--- src/rtl/rmvs_pkg.sv ---
// Shared constants, types, state codes and command/status structs for the
// running mean / variance / standard error unit. No dependencies.
`default_nettype none

package rmvs_pkg;

   localparam int SAMPLE_BITS = 16;
   localparam int COUNT_BITS  = 20;
   localparam int FRAC_BITS   = SAMPLE_BITS - 1;

   localparam int SUM_BITS  = COUNT_BITS + SAMPLE_BITS;
   localparam int SMAG_BITS = SUM_BITS - 1;
   localparam int SQ_BITS   = 2 * FRAC_BITS + 1;
   localparam int SSQ_BITS  = COUNT_BITS + 2 * FRAC_BITS;
   localparam int N2_BITS   = 2 * COUNT_BITS;
   localparam int N3_BITS   = 3 * COUNT_BITS;
   localparam int D_BITS    = 2 * COUNT_BITS + 2 * FRAC_BITS;
   localparam int VDEN_BITS = N2_BITS + FRAC_BITS;
   localparam int DEN_BITS  = (N3_BITS > VDEN_BITS) ? N3_BITS : VDEN_BITS;
   localparam int QUO_BITS  = (2 * FRAC_BITS > SAMPLE_BITS) ? 2 * FRAC_BITS : SAMPLE_BITS;
   localparam int DCNT_BITS = $clog2(QUO_BITS + 1);
   localparam int MULA_BITS = (SMAG_BITS > SQ_BITS) ? SMAG_BITS : SQ_BITS;
   localparam int MULB_BITS = (COUNT_BITS > SAMPLE_BITS) ? COUNT_BITS : SAMPLE_BITS;
   localparam int PROD_BITS = MULA_BITS + MULB_BITS;
   localparam int ROOT_BITS = FRAC_BITS;
   localparam int SREM_BITS = FRAC_BITS + 1;
   localparam int RAD_BITS  = 2 * FRAC_BITS;
   localparam int SCNT_BITS = $clog2(FRAC_BITS + 1);

   // quotient widths: each quotient is known to stay below 2^width
   localparam int QW_MEAN = SAMPLE_BITS;
   localparam int QW_VAR  = SAMPLE_BITS;
   localparam int QW_SE   = 2 * FRAC_BITS;

   typedef logic signed [SAMPLE_BITS-1:0] sample_type;
   typedef logic        [SAMPLE_BITS-1:0] uq_type;
   typedef logic        [COUNT_BITS-1:0]  count_type;
   typedef logic signed [SUM_BITS-1:0]    sum_type;
   typedef logic        [SMAG_BITS-1:0]   smag_type;
   typedef logic        [SQ_BITS-1:0]     sq_type;
   typedef logic        [SSQ_BITS-1:0]    ssq_type;
   typedef logic        [N2_BITS-1:0]     n2_type;
   typedef logic        [N3_BITS-1:0]     n3_type;
   typedef logic        [D_BITS-1:0]      d_type;
   typedef logic        [DEN_BITS-1:0]    den_type;
   typedef logic        [QUO_BITS-1:0]    quo_type;
   typedef logic        [DCNT_BITS-1:0]   dcnt_type;
   typedef logic        [MULA_BITS-1:0]   mula_type;
   typedef logic        [MULB_BITS-1:0]   mulb_type;
   typedef logic        [PROD_BITS-1:0]   prod_type;
   typedef logic        [ROOT_BITS-1:0]   root_type;
   typedef logic        [SREM_BITS-1:0]   srem_type;
   typedef logic        [RAD_BITS-1:0]    rad_type;
   typedef logic        [SCNT_BITS-1:0]   scnt_type;

   localparam uq_type    ONE_Q     = {1'b1, {FRAC_BITS{1'b0}}};
   localparam count_type COUNT_MAX = {COUNT_BITS{1'b1}};

   typedef enum logic [3:0] {
      ST_IDLE,
      ST_MUL_SQ,
      ST_MUL_NSQ,
      ST_MUL_SX,
      ST_UPDATE,
      ST_MEAN_LD,
      ST_MEAN_RUN,
      ST_VAR_LD,
      ST_VAR_RUN,
      ST_SE_LD,
      ST_SE_RUN,
      ST_SQRT_RUN,
      ST_FINISH
   } state_type;

   typedef enum logic [1:0] {
      MUL_SQ,
      MUL_NSQ,
      MUL_SX
   } mul_sel_type;

   typedef enum logic [1:0] {
      DIV_MEAN,
      DIV_VAR,
      DIV_SE
   } div_sel_type;

   typedef struct packed {
      logic        accept;
      logic        mul_en;
      mul_sel_type mul_sel;
      logic        update;
      logic        div_load;
      logic        div_take;
      div_sel_type div_sel;
      logic        sqrt_load;
      logic        load_out;
   } cmd_type;

   typedef struct packed {
      logic sat;
      logic few;
      logic div_done;
      logic sqrt_done;
      logic out_free;
   } stat_type;

endpackage

`default_nettype wire

--- src/rtl/rmvs_if.sv ---
// Valid/ready channel interfaces for sample requests and statistics responses.
// Depends on rmvs_pkg for the payload types.
`default_nettype none

interface rmvs_req_if;
   logic                 valid;
   logic                 ready;
   rmvs_pkg::sample_type sample;

   modport source (output valid, output sample, input ready);
   modport sink   (input valid, input sample, output ready);
endinterface

interface rmvs_rsp_if;
   logic                valid;
   logic                ready;
   rmvs_pkg::uq_type    mean_value;
   rmvs_pkg::uq_type    variance_value;
   rmvs_pkg::uq_type    std_error;
   rmvs_pkg::count_type sample_count;
   logic                count_saturated;

   modport source (output valid, output mean_value, output variance_value,
                   output std_error, output sample_count, output count_saturated,
                   input ready);
   modport sink   (input valid, input mean_value, input variance_value,
                   input std_error, input sample_count, input count_saturated,
                   output ready);
endinterface

`default_nettype wire

--- src/rtl/rmvs_div.sv ---
// Restoring divider, one quotient bit per cycle, shared by all three divisions.
// Depends on rmvs_pkg for widths.
`default_nettype none

module rmvs_div (
   input  wire logic               clock,
   input  wire logic               reset,
   input  wire logic               load,
   input  wire rmvs_pkg::den_type  rem0,
   input  wire rmvs_pkg::d_type    num0,
   input  wire rmvs_pkg::den_type  den,
   input  wire rmvs_pkg::dcnt_type iters,
   output rmvs_pkg::quo_type       quo,
   output logic                    done
);

   rmvs_pkg::den_type  rem_ff, rem_in;
   rmvs_pkg::d_type    num_ff, num_in;
   rmvs_pkg::den_type  den_ff, den_in;
   rmvs_pkg::quo_type  quo_ff, quo_in;
   rmvs_pkg::dcnt_type cnt_ff, cnt_in;

   logic [rmvs_pkg::DEN_BITS:0] trial;
   logic [rmvs_pkg::DEN_BITS:0] diff;
   logic                        ge;

   always_comb begin
      trial  = {rem_ff, num_ff[rmvs_pkg::D_BITS-1]};
      diff   = trial - {1'b0, den_ff};
      ge     = trial >= {1'b0, den_ff};
      rem_in = rem_ff;
      num_in = num_ff;
      den_in = den_ff;
      quo_in = quo_ff;
      cnt_in = cnt_ff;
      if (load) begin
         rem_in = rem0;
         num_in = num0;
         den_in = den;
         quo_in = '0;
         cnt_in = iters;
      end else if (cnt_ff != '0) begin
         // shift in the next dividend bit, subtract when it fits
         rem_in = ge ? diff[rmvs_pkg::DEN_BITS-1:0] : trial[rmvs_pkg::DEN_BITS-1:0];
         num_in = num_ff << 1;
         quo_in = {quo_ff[rmvs_pkg::QUO_BITS-2:0], ge};
         cnt_in = cnt_ff - 1'b1;
      end
   end

   always_ff @(posedge clock) begin
      if (reset) begin
         cnt_ff <= '0;
      end else begin
         cnt_ff <= cnt_in;
      end
      rem_ff <= rem_in;
      num_ff <= num_in;
      den_ff <= den_in;
      quo_ff <= quo_in;
   end

   assign quo  = quo_ff;
   assign done = (cnt_ff == '0);

endmodule

`default_nettype wire

--- src/rtl/rmvs_datapath.sv ---
// Accumulators, shared multiplier, divider, square root and output register.
// Depends on rmvs_pkg, rmvs_if and rmvs_div.
`default_nettype none

module rmvs_datapath (
   input  wire logic                 clock,
   input  wire logic                 reset,
   input  wire rmvs_pkg::sample_type sample,
   input  wire rmvs_pkg::cmd_type    cmd,
   output rmvs_pkg::stat_type        stat,
   rmvs_rsp_if.source                rsp_bus
);

   // running state
   rmvs_pkg::sum_type   sum_ff, sum_in;
   rmvs_pkg::ssq_type   ssq_ff, ssq_in;
   rmvs_pkg::count_type n_ff, n_in;
   rmvs_pkg::n2_type    n2_ff, n2_in;
   rmvs_pkg::n3_type    n3_ff, n3_in;
   rmvs_pkg::d_type     d_ff, d_in;

   // per-item working registers
   rmvs_pkg::sample_type x_ff, x_in;
   logic                 sat_ff, sat_in;
   rmvs_pkg::prod_type   prod_ff, prod_in;
   rmvs_pkg::sq_type     sq_ff, sq_in;
   rmvs_pkg::d_type      acc_ff, acc_in;
   rmvs_pkg::uq_type     mean_ff, mean_in;
   rmvs_pkg::uq_type     var_ff, var_in;
   rmvs_pkg::root_type   root_ff, root_in;
   rmvs_pkg::srem_type   srem_ff, srem_in;
   rmvs_pkg::rad_type    rad_ff, rad_in;
   rmvs_pkg::scnt_type   scnt_ff, scnt_in;

   // output register
   logic                rsp_valid_ff, rsp_valid_in;
   rmvs_pkg::uq_type    out_mean_ff, out_mean_in;
   rmvs_pkg::uq_type    out_var_ff, out_var_in;
   rmvs_pkg::uq_type    out_se_ff, out_se_in;
   rmvs_pkg::count_type out_cnt_ff, out_cnt_in;
   logic                out_sat_ff, out_sat_in;

   rmvs_pkg::uq_type   xmag;
   rmvs_pkg::smag_type smag;
   rmvs_pkg::mula_type mul_a;
   rmvs_pkg::mulb_type mul_b;
   rmvs_pkg::d_type    twice_p;
   logic               sx_neg;
   logic               few;

   rmvs_pkg::d_type    div_num;
   rmvs_pkg::den_type  div_rem0;
   rmvs_pkg::d_type    div_num0;
   rmvs_pkg::den_type  div_den;
   rmvs_pkg::dcnt_type div_iters;
   rmvs_pkg::quo_type  div_quo;
   logic               div_done;

   logic [rmvs_pkg::SREM_BITS+1:0] srem_t;
   logic [rmvs_pkg::SREM_BITS+1:0] strial;
   logic                           sge;

   rmvs_div u_div (
      .clock (clock),
      .reset (reset),
      .load  (cmd.div_load),
      .rem0  (div_rem0),
      .num0  (div_num0),
      .den   (div_den),
      .iters (div_iters),
      .quo   (div_quo),
      .done  (div_done)
   );

   assign xmag = x_ff[rmvs_pkg::SAMPLE_BITS-1] ? rmvs_pkg::uq_type'(-x_ff)
                                               : rmvs_pkg::uq_type'(x_ff);
   assign smag = sum_ff[rmvs_pkg::SUM_BITS-1] ? rmvs_pkg::smag_type'(-sum_ff)
                                              : rmvs_pkg::smag_type'(sum_ff);
   assign sx_neg  = sum_ff[rmvs_pkg::SUM_BITS-1] ^ x_ff[rmvs_pkg::SAMPLE_BITS-1];
   assign twice_p = rmvs_pkg::d_type'(prod_ff) << 1;
   assign few     = (n_ff[rmvs_pkg::COUNT_BITS-1:1] == '0);

   // multiplier operand select
   always_comb begin
      case (cmd.mul_sel)
         rmvs_pkg::MUL_SQ: begin
            mul_a = rmvs_pkg::mula_type'(xmag);
            mul_b = rmvs_pkg::mulb_type'(xmag);
         end
         rmvs_pkg::MUL_NSQ: begin
            mul_a = rmvs_pkg::mula_type'(rmvs_pkg::sq_type'(prod_ff));
            mul_b = rmvs_pkg::mulb_type'(n_ff);
         end
         rmvs_pkg::MUL_SX: begin
            mul_a = rmvs_pkg::mula_type'(smag);
            mul_b = rmvs_pkg::mulb_type'(xmag);
         end
         default: begin
            mul_a = '0;
            mul_b = '0;
         end
      endcase
   end

   // divider operand select; the initial remainder is the dividend's top part
   always_comb begin
      case (cmd.div_sel)
         rmvs_pkg::DIV_MEAN: begin
            div_num   = rmvs_pkg::d_type'(smag);
            div_den   = rmvs_pkg::den_type'(n_ff);
            div_rem0  = rmvs_pkg::den_type'(div_num >> rmvs_pkg::QW_MEAN);
            div_num0  = div_num << (rmvs_pkg::D_BITS - rmvs_pkg::QW_MEAN);
            div_iters = rmvs_pkg::dcnt_type'(rmvs_pkg::QW_MEAN);
         end
         rmvs_pkg::DIV_VAR: begin
            div_num   = d_ff;
            div_den   = rmvs_pkg::den_type'(n2_ff) << rmvs_pkg::FRAC_BITS;
            div_rem0  = rmvs_pkg::den_type'(div_num >> rmvs_pkg::QW_VAR);
            div_num0  = div_num << (rmvs_pkg::D_BITS - rmvs_pkg::QW_VAR);
            div_iters = rmvs_pkg::dcnt_type'(rmvs_pkg::QW_VAR);
         end
         rmvs_pkg::DIV_SE: begin
            div_num   = d_ff;
            div_den   = rmvs_pkg::den_type'(n3_ff);
            div_rem0  = rmvs_pkg::den_type'(div_num >> rmvs_pkg::QW_SE);
            div_num0  = div_num << (rmvs_pkg::D_BITS - rmvs_pkg::QW_SE);
            div_iters = rmvs_pkg::dcnt_type'(rmvs_pkg::QW_SE);
         end
         default: begin
            div_num   = '0;
            div_den   = '0;
            div_rem0  = '0;
            div_num0  = '0;
            div_iters = '0;
         end
      endcase
   end

   // square root step: two radicand bits per cycle
   always_comb begin
      srem_t = {srem_ff, rad_ff[rmvs_pkg::RAD_BITS-1 -: 2]};
      strial = {1'b0, root_ff, 2'b01};
      sge    = srem_t >= strial;
   end

   always_comb begin
      x_in    = x_ff;
      sat_in  = sat_ff;
      prod_in = prod_ff;
      sq_in   = sq_ff;
      acc_in  = acc_ff;
      sum_in  = sum_ff;
      ssq_in  = ssq_ff;
      n_in    = n_ff;
      n2_in   = n2_ff;
      n3_in   = n3_ff;
      d_in    = d_ff;
      mean_in = mean_ff;
      var_in  = var_ff;
      root_in = root_ff;
      srem_in = srem_ff;
      rad_in  = rad_ff;
      scnt_in = scnt_ff;

      if (cmd.accept) begin
         x_in   = sample;
         sat_in = (n_ff == rmvs_pkg::COUNT_MAX);
      end

      if (cmd.mul_en) begin
         prod_in = mul_a * mul_b;
         case (cmd.mul_sel)
            rmvs_pkg::MUL_SQ: begin
               // n^3 gains 3*n^2 here, 3*n + 1 in the next step
               n3_in = n3_ff + rmvs_pkg::n3_type'(n2_ff)
                       + (rmvs_pkg::n3_type'(n2_ff) << 1);
            end
            rmvs_pkg::MUL_NSQ: begin
               sq_in = rmvs_pkg::sq_type'(prod_ff);
               n3_in = n3_ff + rmvs_pkg::n3_type'(n_ff)
                       + (rmvs_pkg::n3_type'(n_ff) << 1) + 1'b1;
            end
            rmvs_pkg::MUL_SX: begin
               acc_in = d_ff + rmvs_pkg::d_type'(ssq_ff) + rmvs_pkg::d_type'(prod_ff);
            end
            default: begin
               acc_in = acc_ff;
            end
         endcase
      end

      if (cmd.update) begin
         // D' = D + Q + n*x^2 - 2*S*x, exact modulo the register width
         d_in   = sx_neg ? acc_ff + twice_p : acc_ff - twice_p;
         sum_in = sum_ff + rmvs_pkg::sum_type'(x_ff);
         ssq_in = ssq_ff + rmvs_pkg::ssq_type'(sq_ff);
         n_in   = n_ff + 1'b1;
         n2_in  = n2_ff + (rmvs_pkg::n2_type'(n_ff) << 1) + 1'b1;
      end

      if (cmd.div_take) begin
         case (cmd.div_sel)
            rmvs_pkg::DIV_MEAN: begin
               mean_in = sum_ff[rmvs_pkg::SUM_BITS-1]
                         ? (~rmvs_pkg::uq_type'(div_quo) + 1'b1)
                         : rmvs_pkg::uq_type'(div_quo);
            end
            rmvs_pkg::DIV_VAR: begin
               var_in = rmvs_pkg::uq_type'(div_quo);
            end
            default: begin
               var_in = var_ff;
            end
         endcase
      end

      if (cmd.sqrt_load) begin
         rad_in  = rmvs_pkg::rad_type'(div_quo);
         root_in = '0;
         srem_in = '0;
         scnt_in = rmvs_pkg::scnt_type'(rmvs_pkg::FRAC_BITS);
      end else if (scnt_ff != '0) begin
         srem_in = sge ? rmvs_pkg::srem_type'(srem_t - strial) : rmvs_pkg::srem_type'(srem_t);
         root_in = {root_ff[rmvs_pkg::ROOT_BITS-2:0], sge};
         rad_in  = rad_ff << 2;
         scnt_in = scnt_ff - 1'b1;
      end
   end

   // output register: hold until the transfer completes
   always_comb begin
      rsp_valid_in = rsp_valid_ff;
      out_mean_in  = out_mean_ff;
      out_var_in   = out_var_ff;
      out_se_in    = out_se_ff;
      out_cnt_in   = out_cnt_ff;
      out_sat_in   = out_sat_ff;
      if (cmd.load_out) begin
         rsp_valid_in = 1'b1;
         out_mean_in  = mean_ff;
         out_var_in   = few ? rmvs_pkg::ONE_Q : var_ff;
         out_se_in    = few ? rmvs_pkg::ONE_Q : rmvs_pkg::uq_type'(root_ff);
         out_cnt_in   = n_ff;
         out_sat_in   = sat_ff;
      end else if (rsp_bus.ready) begin
         rsp_valid_in = 1'b0;
      end
   end

   always_ff @(posedge clock) begin
      if (reset) begin
         sum_ff       <= '0;
         ssq_ff       <= '0;
         n_ff         <= '0;
         n2_ff        <= '0;
         n3_ff        <= '0;
         d_ff         <= '0;
         scnt_ff      <= '0;
         rsp_valid_ff <= 1'b0;
      end else begin
         sum_ff       <= sum_in;
         ssq_ff       <= ssq_in;
         n_ff         <= n_in;
         n2_ff        <= n2_in;
         n3_ff        <= n3_in;
         d_ff         <= d_in;
         scnt_ff      <= scnt_in;
         rsp_valid_ff <= rsp_valid_in;
      end
      x_ff        <= x_in;
      sat_ff      <= sat_in;
      prod_ff     <= prod_in;
      sq_ff       <= sq_in;
      acc_ff      <= acc_in;
      mean_ff     <= mean_in;
      var_ff      <= var_in;
      root_ff     <= root_in;
      srem_ff     <= srem_in;
      rad_ff      <= rad_in;
      out_mean_ff <= out_mean_in;
      out_var_ff  <= out_var_in;
      out_se_ff   <= out_se_in;
      out_cnt_ff  <= out_cnt_in;
      out_sat_ff  <= out_sat_in;
   end

   assign stat.sat       = (n_ff == rmvs_pkg::COUNT_MAX);
   assign stat.few       = few;
   assign stat.div_done  = div_done;
   assign stat.sqrt_done = (scnt_ff == '0);
   assign stat.out_free  = !rsp_valid_ff || rsp_bus.ready;

   assign rsp_bus.valid           = rsp_valid_ff;
   assign rsp_bus.mean_value      = out_mean_ff;
   assign rsp_bus.variance_value  = out_var_ff;
   assign rsp_bus.std_error       = out_se_ff;
   assign rsp_bus.sample_count    = out_cnt_ff;
   assign rsp_bus.count_saturated = out_sat_ff;

endmodule

`default_nettype wire

--- src/rtl/rmvs_ctrl.sv ---
// Sequencing state machine: multiply, update, divide, square root, deliver.
// Depends on rmvs_pkg for state codes and command/status structs.
`default_nettype none

module rmvs_ctrl (
   input  wire logic               clock,
   input  wire logic               reset,
   input  wire logic               req_valid,
   output logic                    req_ready,
   input  wire rmvs_pkg::stat_type stat,
   output rmvs_pkg::cmd_type       cmd
);

   rmvs_pkg::state_type state_ff, state_in;

   // next state
   always_comb begin
      state_in = state_ff;
      case (state_ff)
         rmvs_pkg::ST_IDLE: begin
            if (req_valid) begin
               state_in = stat.sat ? rmvs_pkg::ST_MEAN_LD : rmvs_pkg::ST_MUL_SQ;
            end
         end
         rmvs_pkg::ST_MUL_SQ:  state_in = rmvs_pkg::ST_MUL_NSQ;
         rmvs_pkg::ST_MUL_NSQ: state_in = rmvs_pkg::ST_MUL_SX;
         rmvs_pkg::ST_MUL_SX:  state_in = rmvs_pkg::ST_UPDATE;
         rmvs_pkg::ST_UPDATE:  state_in = rmvs_pkg::ST_MEAN_LD;
         rmvs_pkg::ST_MEAN_LD: state_in = rmvs_pkg::ST_MEAN_RUN;
         rmvs_pkg::ST_MEAN_RUN: begin
            if (stat.div_done) begin
               state_in = stat.few ? rmvs_pkg::ST_FINISH : rmvs_pkg::ST_VAR_LD;
            end
         end
         rmvs_pkg::ST_VAR_LD: state_in = rmvs_pkg::ST_VAR_RUN;
         rmvs_pkg::ST_VAR_RUN: begin
            if (stat.div_done) begin
               state_in = rmvs_pkg::ST_SE_LD;
            end
         end
         rmvs_pkg::ST_SE_LD: state_in = rmvs_pkg::ST_SE_RUN;
         rmvs_pkg::ST_SE_RUN: begin
            if (stat.div_done) begin
               state_in = rmvs_pkg::ST_SQRT_RUN;
            end
         end
         rmvs_pkg::ST_SQRT_RUN: begin
            if (stat.sqrt_done) begin
               state_in = rmvs_pkg::ST_FINISH;
            end
         end
         rmvs_pkg::ST_FINISH: begin
            if (stat.out_free) begin
               state_in = rmvs_pkg::ST_IDLE;
            end
         end
         default: state_in = rmvs_pkg::ST_IDLE;
      endcase
   end

   // commands
   always_comb begin
      req_ready     = 1'b0;
      cmd.accept    = 1'b0;
      cmd.mul_en    = 1'b0;
      cmd.mul_sel   = rmvs_pkg::MUL_SQ;
      cmd.update    = 1'b0;
      cmd.div_load  = 1'b0;
      cmd.div_take  = 1'b0;
      cmd.div_sel   = rmvs_pkg::DIV_MEAN;
      cmd.sqrt_load = 1'b0;
      cmd.load_out  = 1'b0;
      case (state_ff)
         rmvs_pkg::ST_IDLE: begin
            req_ready  = 1'b1;
            cmd.accept = req_valid;
         end
         rmvs_pkg::ST_MUL_SQ: begin
            cmd.mul_en  = 1'b1;
            cmd.mul_sel = rmvs_pkg::MUL_SQ;
         end
         rmvs_pkg::ST_MUL_NSQ: begin
            cmd.mul_en  = 1'b1;
            cmd.mul_sel = rmvs_pkg::MUL_NSQ;
         end
         rmvs_pkg::ST_MUL_SX: begin
            cmd.mul_en  = 1'b1;
            cmd.mul_sel = rmvs_pkg::MUL_SX;
         end
         rmvs_pkg::ST_UPDATE: begin
            cmd.update = 1'b1;
         end
         rmvs_pkg::ST_MEAN_LD: begin
            cmd.div_load = 1'b1;
            cmd.div_sel  = rmvs_pkg::DIV_MEAN;
         end
         rmvs_pkg::ST_MEAN_RUN: begin
            cmd.div_sel  = rmvs_pkg::DIV_MEAN;
            cmd.div_take = stat.div_done;
         end
         rmvs_pkg::ST_VAR_LD: begin
            cmd.div_load = 1'b1;
            cmd.div_sel  = rmvs_pkg::DIV_VAR;
         end
         rmvs_pkg::ST_VAR_RUN: begin
            cmd.div_sel  = rmvs_pkg::DIV_VAR;
            cmd.div_take = stat.div_done;
         end
         rmvs_pkg::ST_SE_LD: begin
            cmd.div_load = 1'b1;
            cmd.div_sel  = rmvs_pkg::DIV_SE;
         end
         rmvs_pkg::ST_SE_RUN: begin
            cmd.div_sel   = rmvs_pkg::DIV_SE;
            cmd.div_take  = stat.div_done;
            cmd.sqrt_load = stat.div_done;
         end
         rmvs_pkg::ST_FINISH: begin
            cmd.load_out = stat.out_free;
         end
         default: begin
            req_ready = 1'b0;
         end
      endcase
   end

   always_ff @(posedge clock) begin
      if (reset) begin
         state_ff <= rmvs_pkg::ST_IDLE;
      end else begin
         state_ff <= state_in;
      end
   end

endmodule

`default_nettype wire

--- src/rtl/running_mean_variance_stderr_unit.sv ---
// Running mean, variance and standard error of signed Q1.15 samples.
// A new sample is taken only once the previous one has gone through the
// bit-serial divider (16+16+30 steps) and the 15-step square root, run one
// after another, and its result is parked in the response register.
// Reset (synchronous): sums, count and derived moments clear to zero.
`default_nettype none

module running_mean_variance_stderr_unit (
   input  wire logic  clock,
   input  wire logic  reset,
   rmvs_req_if.sink   req_bus,
   rmvs_rsp_if.source rsp_bus
);

   // The datapath keeps S, Q and n, plus n^2, n^3 and D = n*Q - S^2 as
   // running terms, so each sample needs only three narrow products:
   // x^2, n*x^2 and |S|*|x|. D then advances as D + Q + n*x^2 - 2*S*x.
   //
   // Per sample the controller steps through:
   //   multiply x^2, multiply n*x^2, multiply |S|*|x|, update state,
   //   divide |S| / n          (mean, sign restored)
   //   divide D / (n^2 * 2^15) (variance)
   //   divide D / n^3          (argument for the standard error)
   //   square root of that argument, two bits per step
   // With fewer than two samples the variance and square root passes are
   // skipped and both read 1.0. A saturated count skips the multiply and
   // update steps and reports from the unchanged state.
   //
   // The response register parts the two sides: the next request transfer is
   // taken as soon as the last result is parked there, even while it waits.

   rmvs_pkg::cmd_type  cmd;
   rmvs_pkg::stat_type stat;

   rmvs_ctrl u_ctrl (
      .clock     (clock),
      .reset     (reset),
      .req_valid (req_bus.valid),
      .req_ready (req_bus.ready),
      .stat      (stat),
      .cmd       (cmd)
   );

   rmvs_datapath u_datapath (
      .clock   (clock),
      .reset   (reset),
      .sample  (req_bus.sample),
      .cmd     (cmd),
      .stat    (stat),
      .rsp_bus (rsp_bus)
   );

endmodule

`default_nettype wire
--- src/flat_wrapper.sv ---
// flat-port wrapper written by rule: the top's interface ports become plain ports
module running_mean_variance_stderr_unit_flat 
  (clock, reset, req_bus_valid, req_bus_sample, req_bus_ready, rsp_bus_valid, rsp_bus_mean_value, rsp_bus_variance_value, rsp_bus_std_error, rsp_bus_sample_count, rsp_bus_count_saturated, rsp_bus_ready);
  rmvs_req_if req_bus_i ();
  rmvs_rsp_if rsp_bus_i ();
  input  wire logic clock;
  input  wire logic reset;
  input wire logic [$bits(req_bus_i.valid)-1:0] req_bus_valid;
  input wire logic [$bits(req_bus_i.sample)-1:0] req_bus_sample;
  output wire logic [$bits(req_bus_i.ready)-1:0] req_bus_ready;
  output wire logic [$bits(rsp_bus_i.valid)-1:0] rsp_bus_valid;
  output wire logic [$bits(rsp_bus_i.mean_value)-1:0] rsp_bus_mean_value;
  output wire logic [$bits(rsp_bus_i.variance_value)-1:0] rsp_bus_variance_value;
  output wire logic [$bits(rsp_bus_i.std_error)-1:0] rsp_bus_std_error;
  output wire logic [$bits(rsp_bus_i.sample_count)-1:0] rsp_bus_sample_count;
  output wire logic [$bits(rsp_bus_i.count_saturated)-1:0] rsp_bus_count_saturated;
  input wire logic [$bits(rsp_bus_i.ready)-1:0] rsp_bus_ready;
  assign req_bus_i.valid = req_bus_valid;
  assign req_bus_i.sample = req_bus_sample;
  assign req_bus_ready = req_bus_i.ready;
  assign rsp_bus_valid = rsp_bus_i.valid;
  assign rsp_bus_mean_value = rsp_bus_i.mean_value;
  assign rsp_bus_variance_value = rsp_bus_i.variance_value;
  assign rsp_bus_std_error = rsp_bus_i.std_error;
  assign rsp_bus_sample_count = rsp_bus_i.sample_count;
  assign rsp_bus_count_saturated = rsp_bus_i.count_saturated;
  assign rsp_bus_i.ready = rsp_bus_ready;
  running_mean_variance_stderr_unit u_core (.clock(clock), .reset(reset), .req_bus(req_bus_i), .rsp_bus(rsp_bus_i));
endmodule
--- config.mk ---
export PLATFORM = sky130hd
export DESIGN_NAME = running_mean_variance_stderr_unit_flat
export DESIGN_NICKNAME = d
export VERILOG_FILES = /design/src/rtl/rmvs_pkg.sv /design/src/rtl/rmvs_if.sv /design/src/rtl/rmvs_div.sv /design/src/rtl/rmvs_datapath.sv /design/src/rtl/rmvs_ctrl.sv /design/src/rtl/running_mean_variance_stderr_unit.sv /design/src/flat_wrapper.sv
export SDC_FILE = /design/constraint.sdc
export NUM_CORES = 2
export LEC_CHECK = 0
export BUFFER_PORTS_ARGS = -buffer_cell sky130_fd_sc_hd__buf_2
export CORE_MARGIN = 3
export CORE_UTILIZATION = 40
export CTS_BUF_LIST = sky130_fd_sc_hd__clkbuf_8 sky130_fd_sc_hd__clkbuf_16
export CTS_CLUSTER_SIZE = 30
export DETAILED_ROUTE_END_ITERATION = 10
export GPL_TIMING_DRIVEN = 0
export PLACE_DENSITY = 0.69
export SYNTH_ARGS = -nofsm -noshare
export SYNTH_HDL_FRONTEND = slang
export SYNTH_SLANG_ARGS = --single-unit
--- constraint.sdc ---
create_clock -name clock -period 9 [get_ports clock]
set_clock_uncertainty 0.15 [all_clocks]
set_input_delay 0 -clock clock [delete_from_list [all_inputs] [get_ports clock]]
set_output_delay 0 -clock clock [all_outputs]
set_load 0.01 [all_outputs]
## After elaboration in Yosys (flattened, before gate mapping)

Cells that the tools add are included.

- $add $sub $neg: 21
- Multipliers: 1
- Order comparisons: 2
- Equal/unequal tests: 23
- Multiplexer cells: 44
- Bitwise logic cells: 2
- Reduce and logical (&&, ||, !) cells: 26

Operators with widths:

| cell | count |
|---|---|
| 70-bit two-way mux | 3 |
| 70-bit one-hot mux with 3 select lines | 1 |
| 60-bit two-way mux | 3 |
| 60-bit one-hot mux with 3 select lines | 1 |
| 54-bit one-hot mux with 3 select lines | 1 |
| 60-bit one-hot mux with 2 select lines | 1 |
| 35-bit one-hot mux with 3 select lines | 1 |
| 70-bit by 50-bit adder with 70-bit output | 1 |
| 70-bit by 55-bit adder with 70-bit output | 1 |
| 70-bit by 56-bit adder with 70-bit output | 1 |
| 70-bit by 56-bit subtractor with 70-bit output | 1 |
| 16-bit two-way mux | 4 |
| 61-bit by 60-bit greater-or-equal comparator with 1-bit output | 1 |
| 60-bit by 1-bit adder with 60-bit output, second input constant | 1 |
| 60-bit by 20-bit adder with 60-bit output | 1 |
| 60-bit by 21-bit adder with 60-bit output | 1 |
| 60-bit by 40-bit adder with 60-bit output | 1 |
| 60-bit by 41-bit adder with 60-bit output | 1 |
| 30-bit two-way mux | 2 |
| 60-bit subtractor | 1 |
| 35-bit by 20-bit multiplier with 55-bit output | 1 |
| 4-bit one-hot mux with 13 select lines | 1 |
| 50-bit by 31-bit adder with 50-bit output | 1 |
| 40-bit by 1-bit adder with 40-bit output, second input constant | 1 |
| 43 further kinds | 87 |

- Register bits: 845
- Input port bits: 20

## Depth between registers and ports, before layout

- Depth in word-level cells: 7
- Depth in mapped cells: 39
- Mapped depth without buffers: 37

## By module

From an unflattened synthesis, not the netlist that was laid out.

- Cell total of the unflattened synthesis: 8894
- Area total of the unflattened synthesis: 80180.6 sq um

By module, submodules not included:

| module | instances | cells an instance | area each (sq um) | seq. area each (sq um) |
|---|---|---|---|---|
| rmvs_datapath | 1 | 7580 | 66785.3 | 15374.7 |
| rmvs_div | 1 | 1254 | 12972.4 | 6406.1 |
| rmvs_ctrl | 1 | 60 | 422.9 | 80.1 |

## Least setup slack after synthesis

Ideal clock, no wire load.

- Path type: register -> register
- Start: register u_core.u_ctrl.state_ff[2]
- End: register u_core.u_datapath.prod_ff[52], data pin
- Library setup time: 0.259 ns
- Data arrival time: 9.369 ns
- Data required time: 8.591 ns
- Setup slack: -0.777 ns
- Cell stages (with the launch flop): 31
- Path buffers: 2
- Clock period less this slack: 9.777 ns
- Path through: dfxtp_1 -> clkbuf_1 -> nor2_1 -> nand3_1 -> clkbuf_1 -> clkinv_1 -> a22oi_1 -> nor2_1 -> fa_1 -> fa_1 -> inv_1 -> fa_1 -> inv_1 -> fa_1 -> fa_1 -> fa_1 -> inv_1 -> fa_1 -> inv_1 -> ha_1 -> nand2_1 -> nand2_1 -> a21o_1 -> a21oi_1 -> o2111a_1 -> a21oi_1 -> a41oi_1 -> nor3_1 -> a221o_1 -> a21oi_1 -> xnor2_1

- Word-level cells in the longest chain between the ends: 6
- Elaborated cells between the ends (all ways): 11
- Those cells by class: mul (1); eq/ne (5); mux (3); reduce/logical (2)

Ends and longest elaborated chain:

| element | line | RTL |
|---|---|---|
| start, declared | rmvs_ctrl.sv:14 | `rmvs_pkg::state_type state_ff, state_in;` |
| start signal, assigned | rmvs_ctrl.sv:129 | `state_ff <= rmvs_pkg::ST_IDLE;` |
| start signal, assigned | rmvs_ctrl.sv:131 | `state_ff <= state_in;` |
| 4-bit by 2-bit equality test with 1-bit output or 4-bit by 1-bit equality test with 1-bit output (tied branches) | rmvs_ctrl.sv:73 | `case (state_ff)` |
| 3-bit one-hot mux with 3 select lines * | rmvs_ctrl.sv:73 |  |
| 2-bit equality test or 2-bit zero test (tied branches) | rmvs_datapath.sv:85 | `case (cmd.mul_sel)` |
| 2-bit OR reduction (no line) | - |  |
| 20-bit one-hot mux with 2 select lines | rmvs_datapath.sv:85 |  |
| 35-bit by 20-bit multiplier with 55-bit output * | rmvs_datapath.sv:171 | `prod_in = mul_a * mul_b;` |
| end signal, assigned | rmvs_datapath.sv:272 | `prod_ff <= prod_in;` |
| end, declared | rmvs_datapath.sv:25 | `rmvs_pkg::prod_type prod_ff, prod_in;` |

Every way passes the cells marked *; elsewhere a longest branch is shown, timed or not.
A chain may end at the register's enable or synchronous reset.

## Worst setup path in the final report

- Start: register u_core.u_datapath.sum_ff[15]
- End: register u_core.u_datapath.prod_ff[50], data pin

- Word-level cells in the longest chain between the ends: 4

Ends and longest elaborated chain:

| element | line | RTL |
|---|---|---|
| start, declared | rmvs_datapath.sv:15 | `rmvs_pkg::sum_type sum_ff, sum_in;` |
| start signal, assigned | rmvs_datapath.sv:261 | `sum_ff <= sum_in;` |
| 35-bit negator | rmvs_datapath.sv:77 | `assign smag = sum_ff[rmvs_pkg::SUM_BITS-1] ? rmvs_pkg::smag_type'(-sum_ff)` |
| 35-bit two-way mux * | rmvs_datapath.sv:77 |  |
| 35-bit one-hot mux with 3 select lines * | rmvs_datapath.sv:85 |  |
| 35-bit by 20-bit multiplier with 55-bit output * | rmvs_datapath.sv:171 |  |

Marked as above.

==> run metrics <==
DIE AREA=197000 um2; syn_area_per_cell=slightly below 9 um2; Via density=roughly 5.9; maximum buffer depth of the clock tree=3; global-route wire length before repair=433000 um; antenna violations before repair=15; Synth Register Bits=approximately 810; non-filler cells, final=between 10000 and 15000; Die Width=between 400 and 500 um; htree depth=3; worst reg2reg path startpoint=u_core.u_datapath.sum_ff[15]$_SDFFE_PP0P_; Routed WL=298000 um; vias in the first global route=67005; sequential area share after synthesis=26.9%; largest cells by area after synthesis=fa_1, edfxtp_1, ha_1; Mapped Cells=slightly below 9000; Data arrival, critical path=10.16 ns; Fill cells=~18000; synth warn=0; worst-path cell with the longest stage delay=or4_4; final period utilization=109%; Critical Path Source=u_core.u_datapath.sum_ff[15]$_SDFFE_PP0P_; CP required=9.33 ns; placed cells=11303; status=complete, but fails checks; CP most frequent cell=fa_1; io pins=91; r2r setup slk=-0.83 ns; M1 GR Usage=between 30% and 40%; clock latency on the worst-skew pair=0.74 ns; Die H=444 um; Critical Path Sink Type=register; ys flop type=edfxtp_1; DR iter-0 viols=7685; Cell Area, Synth=76700 um2; worst-path fanout max=6; Core Area=190000 um2; clock sink count=805; Starting Density=between 40 and 50%; Num CTS Buffers=91; number of buffers added on ports=between 80 and 90; Max-Cap Viols=4; EDFF count, synth=~450; Fin. Hold Viols=0; Critical Path Start Type=register; Final Max Slew Viols=20; RSZ-0062 raised after global routing=yes; grt peak-use layer=met2; HP Class=in2reg; Setup CP Type=reg2reg; Final #Nets=10361; Root Buffer=clkbuf_16; vias=slightly below 70000; RD Place Congestion=roughly 1; HP Start=req_bus_valid; layout cells sized above 1=between 10% and 20%; grt total ovfl=0; Yosys top cell by area=fa_1; synthesis-to-finish area growth=15.6%; largest net degree at the start of global routing=62; post-route minimum period=~10 ns; top post-synthesis cells by count=nand2_1, inv_1, nor2_1; residual DRC count=0; TritonCTS clock tree=built; final worst slack=-0.833 ns; met2 Resource Use GR=45.1%; DRT antenna net count=0; asr flop ratio synth=0%; GRT met3 Usage=around 6.4%; gr usage total=29.3%; relative slew slack=-6.32%; drt pass-1 iters=7; WL/cell=25.5 um; CTS clk-pin slew, worst paths=0.06 ns; post-synth top area share=18.4%; Setup Viol. Count Final=24; worst-margin pin slew=roughly 1.6 ns; post-synthesis cell type count=between 80 and 90; FMAX=approximately 100 MHz; failing checks=capacitance limit, slew limit, setup timing; hpwl dp=235000 um; row count=160; Max stage delay on crit path=0.58 ns; most common cell in the synthesized netlist=nand2_1
## cell families after synthesis
family | Yosys count | synth area share, %
AND/OR/NAND/NOR | 2700 | 15.4
XOR/XNOR | 545 | 6.22
adder cells (fa/ha/maj) | 1279 | 27.8
AO/OA/AOI/OAI | 2059 | 17.3
multiplexers | 14 | 0.189
flip-flops | 805 | 26.9
other | 2 | 0.00979
buffers and inverters | 1260 | 6.18
## worst paths after layout
path              cells after the start                                                 to
hold / removal                        8             u_core.u_ctrl.state_ff[2]$_SDFFE_PP0P_
setup / recovery                     34            u_core.u_datapath.prod_ff[50]$_DFFE_PP_
setup reg to reg                     34            u_core.u_datapath.prod_ff[50]$_DFFE_PP_
hold reg to reg                       0  u_core.u_datapath.rsp_bus.mean_value[1]$_DFFE_PP_
## layout make-up
| type | instances | area [um2] | share of cell area, % |
|---|---|---|---|
| Timing Repair Buffer | 315 | 2590 | 2.92 |
| Clock inverter | 60 | 692 | 0.780 |
| Buffer | 393 | 2010 | 2.26 |
| Tap cell | 2511 | 3140 | 3.54 |
| Antenna cell | 6 | 15.0 | 0.0169 |
| Multi-Input combinational cell | 6613 | 53800 | 60.6 |
| Sequential cell | 805 | 20700 | 23.3 |
| Clock buffer | 111 | 2640 | 2.98 |
| Inverter | 843 | 3170 | 3.57 |
## state kept, by name, indices dropped and copies added (netlist names), 30 cells and up
name	cells
u_core.u_datapath.sq_ff	31
u_core.u_datapath.acc_ff	70
u_core.u_datapath.n2_ff	40
u_core.u_datapath.sum_ff	36
u_core.u_datapath.rad_ff	30
u_core.u_datapath.prod_ff	55
u_core.u_datapath.u_div.quo	30
u_core.u_datapath.u_div.den_ff	60
u_core.u_datapath.u_div.num_ff	30
u_core.u_datapath.ssq_ff	50
u_core.u_datapath.u_div.rem_ff	60
u_core.u_datapath.d_ff	70
u_core.u_datapath.n3_ff	60
## worst max-delay path: cells and delay by family (launching register included)
kind | cells | cell delay, ns
buffers and inverters | 8 | 0.75
adders and majority gates | 8 | 3.52
AOI/OAI and AO/OA | 9 | 1.93
and+or+nand+nor | 7 | 2.31
DFF | 1 | 0.38
xor gates and xnor gates | 2 | 0.54
## placed cells by master (no fill, tap or decap), types with 34 or more instances in the layout
master         instances
o31ai_1               41
a21oi_1              654
or3_1                 49
o21ai_0              332
inv_1                828
clkbuf_1             279
nand2b_1              47
buf_2                 97
a22o_1                92
a31oi_1               66
o21a_1                57
dfxtp_1              346
ha_1                 546
xnor2_1              301
nand4_1               87
a221oi_1              56
a211oi_1              65
nand2_1             1162
and3_1                54
and2_1                50
buf_6                 34
dlygate4sd3_1         34
buf_4                146
clkbuf_16            104
o21bai_1              68
nor2_1               776
edfxtp_1             454
nor3_1               100
nor2b_1               68
nand3_1              113
a21o_1               248
fa_1                 692
xor2_1               198
## routing by layer
layer,vias to the layer above,wire length (um)
met1,33743,116000
met5,-,98
met4,14,22000
met3,888,30700
li1,30395,-
met2,3821,129000
## through the flow
step / area, um2 / hold WS (ns) / utilization (%) / TNS, ns / worst slack [ns]
3_5_place_dp: 80800 / 0.0290 / 42.5 / -132.77 / -4.41
3_3_place_gp: 80500 / 0.0297 / 42.3 / -392.77 / -4.80
5_1_grt: 88700 / 0.183 / 46.6 / -16.69 / -0.950
2_1_floorplan: 76900 / -0.0511 / - / -0.0154 / -0.00988
6_report: 88700 / 0.135 / 46.6 / -12.41 / -0.833
4_1_cts: 87800 / 0.0538 / 46.1 / -11.04 / -0.783
## timing repair
item / CTS / global route
cloned: 0 / 1
endpoints found under the hold margin: 19 / 0
endpoints found under the setup margin: 47 / 33
buffers inserted: 137 / 40
pin swaps: 156 / 91
gates resized for setup: 522 / 153
hold buffers: 34 / 0
Power is not shown: default switching activity piles up to over one toggle a cycle in this logic, so the estimate is an artifact.
